<file path="src/rtl/core/wsfhe_pkg.sv">
// Shared types and constants for the frame header encoder.
// No dependencies; imported by every module of the block.
package wsfhe_pkg;

    // Longest header: two fixed bytes, eight length bytes, four key bytes
    localparam int HDR_BYTES_MAX = 14;
    localparam int HDR_BITS      = HDR_BYTES_MAX * 8;
    localparam int CNT_W         = $clog2(HDR_BYTES_MAX + 1);

    // Default depth of the descriptor queue between front and back
    localparam int QUEUE_DEPTH_DEF = 2;

    // Configuration register indexes
    localparam logic [1:0] CFG_ALLOWED_RSV = 2'd0;
    localparam logic [1:0] CFG_MAX_LEN     = 2'd1;
    localparam logic [1:0] CFG_IS_SERVER   = 2'd2;

    localparam int CFG_DATA_W = 63;

    // Frame opcodes that the encoder knows
    localparam logic [3:0] OP_CONT   = 4'h0;
    localparam logic [3:0] OP_TEXT   = 4'h1;
    localparam logic [3:0] OP_BINARY = 4'h2;
    localparam logic [3:0] OP_CLOSE  = 4'h8;
    localparam logic [3:0] OP_PING   = 4'h9;
    localparam logic [3:0] OP_PONG   = 4'hA;

    // Length form markers in the second header byte
    localparam logic [6:0] LEN_SHORT_MAX = 7'd125;
    localparam logic [6:0] LEN_MARK_16   = 7'd126;
    localparam logic [6:0] LEN_MARK_64   = 7'd127;

    typedef enum logic [3:0] {
        ERR_NONE        = 4'd0,
        ERR_OPCODE      = 4'd1,
        ERR_RSV         = 4'd2,
        ERR_LEN63       = 4'd3,
        ERR_CTRL_FRAG   = 4'd4,
        ERR_CTRL_LARGE  = 4'd5,
        ERR_FRAME_LARGE = 4'd6,
        ERR_MASK_MISS   = 4'd7,
        ERR_MASK_EXTRA  = 4'd8
    } t_err;

    // One classified request: its bytes, first byte in the top bits
    typedef struct packed {
        t_err                err;
        logic [CNT_W-1:0]    nbytes;
        logic [HDR_BITS-1:0] bytes;
    } t_desc;

endpackage

</file>
<file path="src/rtl/core/wsfhe_front.sv">
// Front end: configuration registers, request checks and header assembly.
// Depends on wsfhe_pkg for the descriptor type, opcodes and error codes.
module wsfhe_front import wsfhe_pkg::*; (
    input  logic                  i_clk,
    input  logic                  i_rst_n,
    input  logic                  i_cfg_we,
    input  logic [1:0]            i_cfg_index,
    input  logic [CFG_DATA_W-1:0] i_cfg_data,
    input  logic                  i_final_flag,
    input  logic [7:0]            i_reserved_bits,
    input  logic [3:0]            i_opcode,
    input  logic [63:0]           i_payload_length,
    input  logic                  i_mask_present,
    input  logic [31:0]           i_mask_key,
    output t_desc                 o_desc
);

    logic [2:0]            r_allowed_rsv;
    logic [CFG_DATA_W-1:0] r_max_len;
    logic                  r_is_server;

    // Write configuration; unknown indexes drop the write
    always_ff @(posedge i_clk) begin
        if (!i_rst_n) begin
            r_allowed_rsv <= '0;
            r_max_len     <= '0;
            r_is_server   <= 1'b0;
        end else if (i_cfg_we) begin
            unique case (i_cfg_index)
                CFG_ALLOWED_RSV: r_allowed_rsv <= i_cfg_data[2:0];
                CFG_MAX_LEN:     r_max_len     <= i_cfg_data;
                CFG_IS_SERVER:   r_is_server   <= i_cfg_data[0];
                default: ;
            endcase
        end
    end

    logic op_known;
    logic rsv_bad;
    logic ctrl_frame;
    logic ctrl_large;
    logic over_max;
    t_err err;

    // Check the request in priority order
    always_comb begin
        case (i_opcode)
            OP_CONT, OP_TEXT, OP_BINARY, OP_CLOSE, OP_PING, OP_PONG: op_known = 1'b1;
            default: op_known = 1'b0;
        endcase
        rsv_bad    = (|i_reserved_bits[7:3]) || (|(i_reserved_bits[2:0] & ~r_allowed_rsv));
        ctrl_frame = i_opcode[3];
        ctrl_large = i_payload_length > {57'd0, LEN_SHORT_MAX};
        over_max   = (r_max_len != '0) && (i_payload_length[62:0] > r_max_len);
        if (!op_known)                                err = ERR_OPCODE;
        else if (rsv_bad)                             err = ERR_RSV;
        else if (i_payload_length[63])                err = ERR_LEN63;
        else if (ctrl_frame && !i_final_flag)         err = ERR_CTRL_FRAG;
        else if (ctrl_frame && ctrl_large)            err = ERR_CTRL_LARGE;
        else if (over_max)                            err = ERR_FRAME_LARGE;
        else if (!r_is_server && !i_mask_present)     err = ERR_MASK_MISS;
        else if (r_is_server && i_mask_present)       err = ERR_MASK_EXTRA;
        else                                          err = ERR_NONE;
    end

    logic [7:0]       byte0;
    logic             mflag;
    logic [CNT_W-1:0] key_bytes;

    // Assemble header bytes in wire order, key after the length field
    always_comb begin
        byte0     = {i_final_flag, i_reserved_bits[2:0], i_opcode};
        mflag     = i_mask_present;
        key_bytes = i_mask_present ? CNT_W'(4) : CNT_W'(0);
        o_desc.err = err;
        if (err != ERR_NONE) begin
            o_desc.nbytes = CNT_W'(1);
            o_desc.bytes  = '0;
        end else if (!ctrl_large) begin
            o_desc.nbytes = CNT_W'(2) + key_bytes;
            o_desc.bytes  = {byte0, mflag, i_payload_length[6:0], i_mask_key, 64'd0};
        end else if (i_payload_length[63:16] == 48'd0) begin
            o_desc.nbytes = CNT_W'(4) + key_bytes;
            o_desc.bytes  = {byte0, mflag, LEN_MARK_16, i_payload_length[15:0],
                             i_mask_key, 48'd0};
        end else begin
            o_desc.nbytes = CNT_W'(10) + key_bytes;
            o_desc.bytes  = {byte0, mflag, LEN_MARK_64, i_payload_length, i_mask_key};
        end
    end

endmodule

</file>
<file path="src/rtl/core/wsfhe_queue.sv">
// Descriptor queue that decouples the front end from the byte serializer.
// Depends on wsfhe_pkg for the descriptor type.
module wsfhe_queue import wsfhe_pkg::*; #(
    parameter int DEPTH = QUEUE_DEPTH_DEF    // 2 or more
) (
    input  logic  i_clk,
    input  logic  i_rst_n,
    input  logic  i_push,
    input  t_desc i_desc,
    input  logic  i_pop,
    output t_desc o_desc,
    output logic  o_empty,
    output logic  o_full
);

    localparam int PW = $clog2(DEPTH);
    localparam int CW = $clog2(DEPTH + 1);
    localparam logic [PW-1:0] PTR_LAST = PW'(DEPTH - 1);

    t_desc          r_mem [DEPTH];
    logic [PW-1:0]  r_wp;
    logic [PW-1:0]  r_rp;
    logic [CW-1:0]  r_count;

    // Advance pointers and the fill count
    always_ff @(posedge i_clk) begin
        if (!i_rst_n) begin
            r_wp    <= '0;
            r_rp    <= '0;
            r_count <= '0;
        end else begin
            if (i_push) r_wp <= (r_wp == PTR_LAST) ? '0 : r_wp + PW'(1);
            if (i_pop)  r_rp <= (r_rp == PTR_LAST) ? '0 : r_rp + PW'(1);
            if (i_push && !i_pop)      r_count <= r_count + CW'(1);
            else if (!i_push && i_pop) r_count <= r_count - CW'(1);
        end
    end

    // Hold entries
    always_ff @(posedge i_clk) begin
        if (i_push) r_mem[r_wp] <= i_desc;
    end

    assign o_desc  = r_mem[r_rp];
    assign o_empty = (r_count == '0);
    assign o_full  = (r_count == CW'(DEPTH));

endmodule

</file>
<file path="src/rtl/core/wsfhe_back.sv">
// Back end: shifts one descriptor out as header words, one word per cycle.
// Depends on wsfhe_pkg for the descriptor type and error codes.
module wsfhe_back import wsfhe_pkg::*; (
    input  logic       i_clk,
    input  logic       i_rst_n,
    input  t_desc      i_desc,
    input  logic       i_empty,
    output logic       o_pop,
    output logic       o_valid,
    output logic [7:0] o_header_byte,
    output logic       o_last_byte,
    output logic [3:0] o_error_code
);

    logic [HDR_BITS-1:0] r_shift;
    logic [CNT_W-1:0]    r_left;
    t_err                r_err;

    // Take the next descriptor while idle or as the current one sends its last word
    assign o_pop = (r_left <= CNT_W'(1)) && !i_empty;

    // Load or shift the word register
    always_ff @(posedge i_clk) begin
        if (!i_rst_n) begin
            r_left <= '0;
            r_err  <= ERR_NONE;
        end else if (o_pop) begin
            r_shift <= i_desc.bytes;
            r_left  <= i_desc.nbytes;
            r_err   <= i_desc.err;
        end else if (r_left != '0) begin
            r_shift <= {r_shift[HDR_BITS-9:0], 8'h00};
            r_left  <= r_left - CNT_W'(1);
        end
    end

    assign o_valid       = (r_left != '0);
    assign o_header_byte = r_shift[HDR_BITS-1 -: 8];
    assign o_last_byte   = (r_left == CNT_W'(1));
    assign o_error_code  = r_err;

endmodule

</file>
<file path="src/rtl/core/ws_frame_header_encoder.sv">
// Frame header encoder: a taken request is queued, then serialized at one word per cycle.
// A request gives 1 word (error) or 2 to 14 header words.
// Busy rises only while the descriptor queue is full.
// The receiver cannot stall: o_valid marks each word for exactly one cycle.
// Synchronous active-low reset clears the configuration registers and the queue.
// Depends on wsfhe_pkg, wsfhe_front, wsfhe_queue and wsfhe_back.
module ws_frame_header_encoder import wsfhe_pkg::*; #(
    parameter int QUEUE_DEPTH = QUEUE_DEPTH_DEF    // 2 or more
) (
    input  logic                  i_clk,
    input  logic                  i_rst_n,
    input  logic                  i_cfg_we,
    input  logic [1:0]            i_cfg_index,
    input  logic [CFG_DATA_W-1:0] i_cfg_data,
    input  logic                  start,
    output logic                  busy,
    input  logic                  i_final_flag,
    input  logic [7:0]            i_reserved_bits,
    input  logic [3:0]            i_opcode,
    input  logic [63:0]           i_payload_length,
    input  logic                  i_mask_present,
    input  logic [31:0]           i_mask_key,
    output logic                  o_valid,
    output logic [7:0]            o_header_byte,
    output logic                  o_last_byte,
    output logic [3:0]            o_error_code
);

    t_desc front_desc;
    t_desc queue_desc;
    logic  q_empty;
    logic  q_full;
    logic  q_pop;
    logic  accept;

    // Take a request whenever the queue has room
    assign busy   = q_full;
    assign accept = start && !q_full;

    wsfhe_front u_front (
        .i_clk            (i_clk),
        .i_rst_n          (i_rst_n),
        .i_cfg_we         (i_cfg_we),
        .i_cfg_index      (i_cfg_index),
        .i_cfg_data       (i_cfg_data),
        .i_final_flag     (i_final_flag),
        .i_reserved_bits  (i_reserved_bits),
        .i_opcode         (i_opcode),
        .i_payload_length (i_payload_length),
        .i_mask_present   (i_mask_present),
        .i_mask_key       (i_mask_key),
        .o_desc           (front_desc)
    );

    wsfhe_queue #(
        .DEPTH (QUEUE_DEPTH)
    ) u_queue (
        .i_clk   (i_clk),
        .i_rst_n (i_rst_n),
        .i_push  (accept),
        .i_desc  (front_desc),
        .i_pop   (q_pop),
        .o_desc  (queue_desc),
        .o_empty (q_empty),
        .o_full  (q_full)
    );

    wsfhe_back u_back (
        .i_clk         (i_clk),
        .i_rst_n       (i_rst_n),
        .i_desc        (queue_desc),
        .i_empty       (q_empty),
        .o_pop         (q_pop),
        .o_valid       (o_valid),
        .o_header_byte (o_header_byte),
        .o_last_byte   (o_last_byte),
        .o_error_code  (o_error_code)
    );

endmodule

</file>
<file path="config.mk">
export PLATFORM = sky130hd
export DESIGN_NAME = ws_frame_header_encoder
export DESIGN_NICKNAME = d
export VERILOG_FILES = /design/src/rtl/core/wsfhe_pkg.sv /design/src/rtl/core/wsfhe_front.sv /design/src/rtl/core/wsfhe_queue.sv /design/src/rtl/core/wsfhe_back.sv /design/src/rtl/core/ws_frame_header_encoder.sv
export SDC_FILE = /design/constraint.sdc
export NUM_CORES = 1
export LEC_CHECK = 0
export BUFFER_PORTS_ARGS = -buffer_cell sky130_fd_sc_hd__buf_2
export CORE_ASPECT_RATIO = 0.9
export CORE_MARGIN = 2
export CORE_UTILIZATION = 64
export DETAILED_ROUTE_END_ITERATION = 10
export PLACE_DENSITY_LB_ADDON = 0.3
export SETUP_SLACK_MARGIN = 0.1
export SLEW_MARGIN = 40
export SYNTH_ARGS = -nofsm -noshare
export SYNTH_HDL_FRONTEND = slang
export SYNTH_SLANG_ARGS = --single-unit
export TNS_END_PERCENT = 30
</file>
<file path="constraint.sdc">
create_clock -name i_clk -period 15.25 [get_ports i_clk]
set_input_delay 2.2875 -clock i_clk [delete_from_list [all_inputs] [get_ports i_clk]]
set_output_delay 2.2875 -clock i_clk [all_outputs]
set_load 0.02 [all_outputs]
</file>
==> results of run 1 <==
## where the power goes
group / switching [mW] / internal, mW / total, mW / leakage, nW
clock: 0.440 / 0.610 / 1.05 / 0.683
combinational: 0.536 / 0.253 / 0.789 / 3.25
sequential: 0.0960 / 1.61 / 1.71 / 4.06
total: 1.07 / 2.48 / 3.55 / 7.99
## critical path: cells and delay by family
family / cells / cell delay, ps
adders and majority gates: 1 / 340
and+or+nand+nor: 5 / 1440
AOI/OAI and AO/OA: 2 / 320
buffers and inverters: 3 / 1520
## per-stage QoR
stage	instances	area, sq um
6_report	2241	22600
3_5_place_dp	2156	21100
2_1_floorplan	1652	19900
5_1_grt	2238	22600
3_3_place_gp	2155	21100
4_1_cts	2235	22500
## cells in the final DEF, fill, tap and decap left out, types with 47 or more instances in the layout
cell type	count
a21oi_1	76
clkbuf_16	47
edfxtp_1	352
dfxtp_1	79
o21ai_0	116
ha_1	67
nand2_1	263
nor4b_1	51
nor4_1	63
buf_2	193
inv_1	74
a21boi_0	65
mux2i_1	121
## registers in the layout (all words and copies together) (netlist names), named ones only
name	count
u_back.o_error_code	4
u_back.r_left	4
u_back.r_shift	112
u_front.r_allowed_rsv	3
u_front.r_is_server	1
u_front.r_max_len	63
u_queue.r_count	2
u_queue.r_mem	240
u_queue.r_rp	1
u_queue.r_wp	1
## worst max-delay path by stage
stage,startpoint,end,slack (ps),cells after the start
floorplan,start,u_queue.r_mem[0][0],7280,2
global placement,i_payload_length[61],u_queue.r_mem[0][53],9060,10
detailed placement,i_payload_length[45],u_queue.r_mem[0][64],9040,11
CTS,i_payload_length[45],u_queue.r_mem[0][64],9640,11
global route,i_payload_length[61],u_queue.r_mem[0][21],9270,10
finish,i_payload_length[45],u_queue.r_mem[0][64],9470,11
## area by class of cell
type / instances / area, sq um / share of cell area, %
diodes: 6 / 15.0 / 0.0665
clock buffers: 61 / 1260 / 5.58
clock inverters: 18 / 145 / 0.643
inverters: 76 / 295 / 1.31
multi-input cells: 1029 / 7030 / 31.2
flip-flops and latches: 432 / 12200 / 54.0
well taps: 409 / 512 / 2.27
repair buffers: 210 / 1130 / 5.02
## logic make-up (layout without fill, tap and decap cells)
kind of cell / Yosys count / count (layout) / synth area share [%]
mux: 144 / 144 / 7.37
flops: 432 / 432 / 61.0
simple gates: 507 / 507 / 13.9
compound gates: 303 / 303 / 9.24
buf+inv: 191 / 365 / 3.98
xor+xnor: 6 / 6 / 0.264
other cells: 1 / 8 / 0.0188
fa+ha+maj: 67 / 67 / 4.20
## per-layer routing
| layer | GRT usage (%) | up-vias | part of all wire [%] |
|---|---|---|---|
| met5 | 0 | - | 0.024 |
| met4 | 17.5 | 2 | 5.8 |
| met3 | 6.71 | 203 | 11 |
| met2 | 50.2 | 908 | 45 |
| met1 | 44.2 | 6825 | 39 |
| li1 | - | 6404 | - |
==> summary.txt, run 1 <==
Logic synthesis
  • Post-synth top area cell: edfxtp_1
  • Synth async-reset ratio: 0%
  • Post-synthesis area per instance: 12.1 sq um
  • EDFF count, synth: 352
  • Cell with the most instances after synthesis: edfxtp_1
  • Synth top area share: 53.0%
  • Cells after synthesis: 1651
  • Post-synth top cells: 352 x edfxtp_1, 264 x nand2_1, 121 x mux2i_1
  • Main synth FF type: edfxtp_1
  • Sequential share of the synthesized area: 61.0%
  • Cell variety after synth: 59
  • Mapped Area: 0.0199 sq mm
  • Synth area leaders: edfxtp_1 53%, dfxtp_1 8.0%, mux2i_1 6.1%
  • Synth Warn #: 0
  • #FFs+latches synth: 432

Layout
  • Nets: 2038
  • # fillers: 1978
  • Synth-to-Final Area Change: 13.1%
  • Finished Core Util: 73.4%
  • Share of cells above drive strength 1: 18.6%

Hold path
  • Hold Path Class: flop to flop
  • Hold path startpoint: u_front.r_max_len[13]
  • WHS Path Cells: 2
  • WHS Endpoint: u_front.r_max_len[13]

Floorplan
  • Top Ports: 194
  • Core ar.: 0.0308 sq mm
  • Row cnt: 61
  • Die width: 190 um
  • Die footprint: 0.0326 sq mm
  • Die H: 171 um
  • Initial core utilization: 64.8%

Worst setup path
  • CP max-delay cell: buf_4
  • R2R Setup Slk: 10920 ps
  • CP Data Arrival Time: 6030 ps
  • Reg2reg start: u_front.r_max_len[45]
  • Crit. End Element: flop
  • Crit Path Max Fanout: 63
  • FF-to-FF path depth: 11
  • Setup Crit Path Kind: primary input to flop
  • Cells along the critical path: buf_2 -> ha_1 -> nand4_1 -> nor4_1 -> nand3_1 -> nor4b_4 -> a221oi_2 -> a21oi_4 -> buf_4 -> buf_4 -> nor4_1
  • CP required: 15500 ps
  • Slowest stage delay, CP: 750 ps
  • Critical Path Start Type: primary input
  • RR Endpoint: u_queue.r_mem[0][64]

Pwr
  • Power per cell area: 157 mW/mm^2
  • LEAKAGE: 7.99 nW
  • Max IR drop VDD: 0.0000990 V
  • Design Power: 3.55 mW

Clock tree
  • CTS root buf: clkbuf_16
  • Hold buffer count at CTS: 0
  • Deepest clock path buffer count: 3
  • Clock slew at reported path FFs: 60 ps
  • H-tree levels: 2
  • Clock Latency Late Sink: 550 ps
  • CTS tree: done
  • Post-cts resize count: 0
  • Setup Buffers After CTS: 0
  • Clk sinks: 432
  • CTS buffer count: 43

Global routing
  • First-pass GRT wire length: 80100 um
  • Final global-route overflow total: 0
  • Largest net degree at the start of global routing: 133
  • Vias in the first global route: 13900
  • Total GRT Usage: 32.7%
  • Antenna violations before repair: 6

STA
  • Final hold vios: 0
  • Hold_ws: 482 ps
  • Final period util: 37.9%
  • Final Setup Violations: 0
  • Fmax achieved: 0.173 GHz
  • Slew headroom: 43.7%
  • Clock Skews: 15.6 ps
  • Unrepaired setup endpoints after global routing: false
  • Slew at the pin closest to its max-slew limit: 845 ps
  • Final worst-path setup slack: 9470 ps
  • Tmin final: 5780 ps
  • Setup TNS: 0 ps
  • Fin. max-slew vios: 0

Route
  • Total routed wirelength: 53100 um
  • DRT Pass-1 Iters: 6
  • Drt wl/cell: 23.7 um
  • Initial drt markers: 1815
  • Antenna viol nets, final: 0
  • Via count: 14300
  • Vias per cell: 6.40
  • Post-route DRC: 0

Status
  • Status: completed

Run
  • Total of max-cap violations: 0

Placed design
  • RePlAce Congestion: 0.908
  • Port bufs: 193
  • Dpl hpwl: 35200 um
  • Pre-CTS setup slack: 9040 ps
Power figures use the tool's default switching activity.
==> inputs of run 2 (changes only) <==
- CORE_UTILIZATION: 64 -> 59
- clock period: 15.25 -> 6 ns (I/O delays scaled with it)
==> summary.txt, run 2 (synthesis results as in run 1) <==
Worst setup path
  • CP max-delay cell: nor4_1
  • Critical path buffer and inverter count: 2
  • R2R Setup Slk: 2120 ps
  • Setup Crit Path Kind: primary input to flop
  • Slowest stage delay, CP: 680 ps
  • CP required: 6290 ps
  • Critical Path Start Type: primary input
  • CP Data Arrival Time: 4370 ps
  • Cells along the critical path: buf_2 -> nor4_1 -> nand4_1 -> nor3_2 -> nand2_1 -> o21ai_1 -> nand2_4 -> buf_4 -> nor4b_1
  • CP delay by family, top: simple AND/OR/NAND/NOR gates
  • Crit. End Element: flop
  • Crit Path Max Fanout: 45

STA
  • Slew at the pin closest to its max-slew limit: 832 ps
  • Final Setup Violations: 0
  • Final hold vios: 0
  • Setup TNS: 0 ps
  • Clock Skews: 14.8 ps
  • Fmax achieved: 0.246 GHz
  • Slew headroom: 44.5%
  • Final period util: 67.9%
  • Hold_ws: 482 ps
  • Unrepaired setup endpoints after global routing: false
  • Tmin final: 4070 ps
  • Fin. max-slew vios: 0

Run
  • Total of max-cap violations: 0

Pwr
  • LEAKAGE: 8.04 nW
  • Max IR drop VDD: 0.000257 V
  • Power per cell area: 405 mW/mm^2
  • Design Power: 9.18 mW

Status
  • Status: completed

Global routing
  • Total GRT Usage: 30.5%
  • Largest net degree at the start of global routing: 94
  • Vias in the first global route: 13600
  • Antenna violations before repair: 6
  • Final global-route overflow total: 0
  • First-pass GRT wire length: 80500 um

Clock tree
  • Clk sinks: 432
  • CTS buffer count: 44
  • CTS tree: done
  • Hold buffer count at CTS: 0
  • Deepest clock path buffer count: 3
  • Clock Latency Late Sink: 560 ps
  • Post-cts resize count: 0
  • H-tree levels: 2
  • CTS root buf: clkbuf_16
  • Setup Buffers After CTS: 0
  • Clock slew at reported path FFs: 60 ps

Route
  • DRT Pass-1 Iters: 6
  • Total routed wirelength: 53800 um
  • Antenna viol nets, final: 0
  • Via count: 14300
  • Drt wl/cell: 23.8 um
  • Vias per cell: 6.34
  • Initial drt markers: 1725
  • Post-route DRC: 0

Layout
  • Commonest non-fill, non-tap cells in the layout: 352 x edfxtp_1, 263 x nand2_1, 193 x buf_2
  • Final instance area: 0.0227 sq mm
  • Max FFs per register: 240
  • Finished Core Util: 68.5%
  • Synth-to-Final Area Change: 13.6%
  • Biggest register: u_queue.r_mem
  • Commonest non-fill, non-tap cell in the layout: edfxtp_1
  • Share of cells above drive strength 1: 19.1%
  • Nets: 2043
  • Regs by FF count: u_queue.r_mem: 240 flops, u_back.r_shift: 112 flops, u_front.r_max_len: 63 flops
  • Area of the multi-input gates: 0.00703 sq mm
  • # fillers: 2383
  • Register area: 0.0122 sq mm

Floorplan
  • Die H: 178 um
  • Die footprint: 0.0353 sq mm
  • Row cnt: 63
  • Initial core utilization: 60.2%
  • Core ar.: 0.0331 sq mm
  • Die width: 198 um
  • Top Ports: 194

Placed design
  • Area after DPL: 0.0212 sq mm
  • Dpl hpwl: 36300 um
  • Port bufs: 193
  • RePlAce Congestion: 0.855

Hold path
  • Hold Path Class: flop to flop
==> run 2: worst paths after layout <==
path	from	endpoint	depth (start not counted)
setup / recovery	i_payload_length[56]	u_queue.r_mem[0][7]	9
hold reg to reg	u_front.r_max_len[12]	u_front.r_max_len[12]	2
hold / removal	u_front.r_max_len[12]	u_front.r_max_len[12]	2
setup reg to reg	u_front.r_max_len[41]	u_queue.r_mem[1][63]	10
==> run 2: where the power goes <==
group | internal [mW] | switching (mW)
sequential | 4.10 | 0.223
combinational | 0.655 | 1.43
clock | 1.62 | 1.16
total | 6.37 | 2.81
==> run 2: through the flow <==
stage                     cells  worst slack, ps
after floorplan            1652             1450
after global placement     2172             1640
after detailed placement   2173             1570
after CTS                  2255             2080
after global routing       2257             1920
final                      2259             1930
==> run 2: worst reg2reg max path, cell delays in order, from the launching register on <==
cell      delay (ps)
dfxtp_1          400
inv_1             70
ha_1             330
nand4_1          100
nor4_1           560
nand3_1          240
nor4b_4          390
a221oi_2         170
a21oi_4          690
buf_12           420
nor4_1           220
==> run 2: per-layer routing <==
metal	part of all wire [%]	global-route usage, %	vias to the layer above	wire, um
met5	0.048	0	-	26
met4	4.4	13.1	4	2340
met3	9.7	5.24	167	5200
met2	46	47.5	818	24700
met1	40	42.5	6908	21500
li1	-	-	6428	-
==> run 2: cell type report <==
cell class	count	area share, %
clock inverter	24	1.20
multi-input combinational	1029	31.0
inverter	76	1.29
tap	422	2.33
antenna	4	0.0442
clock buffer	58	5.24
timing repair buffer	214	5.16
sequential	432	53.7
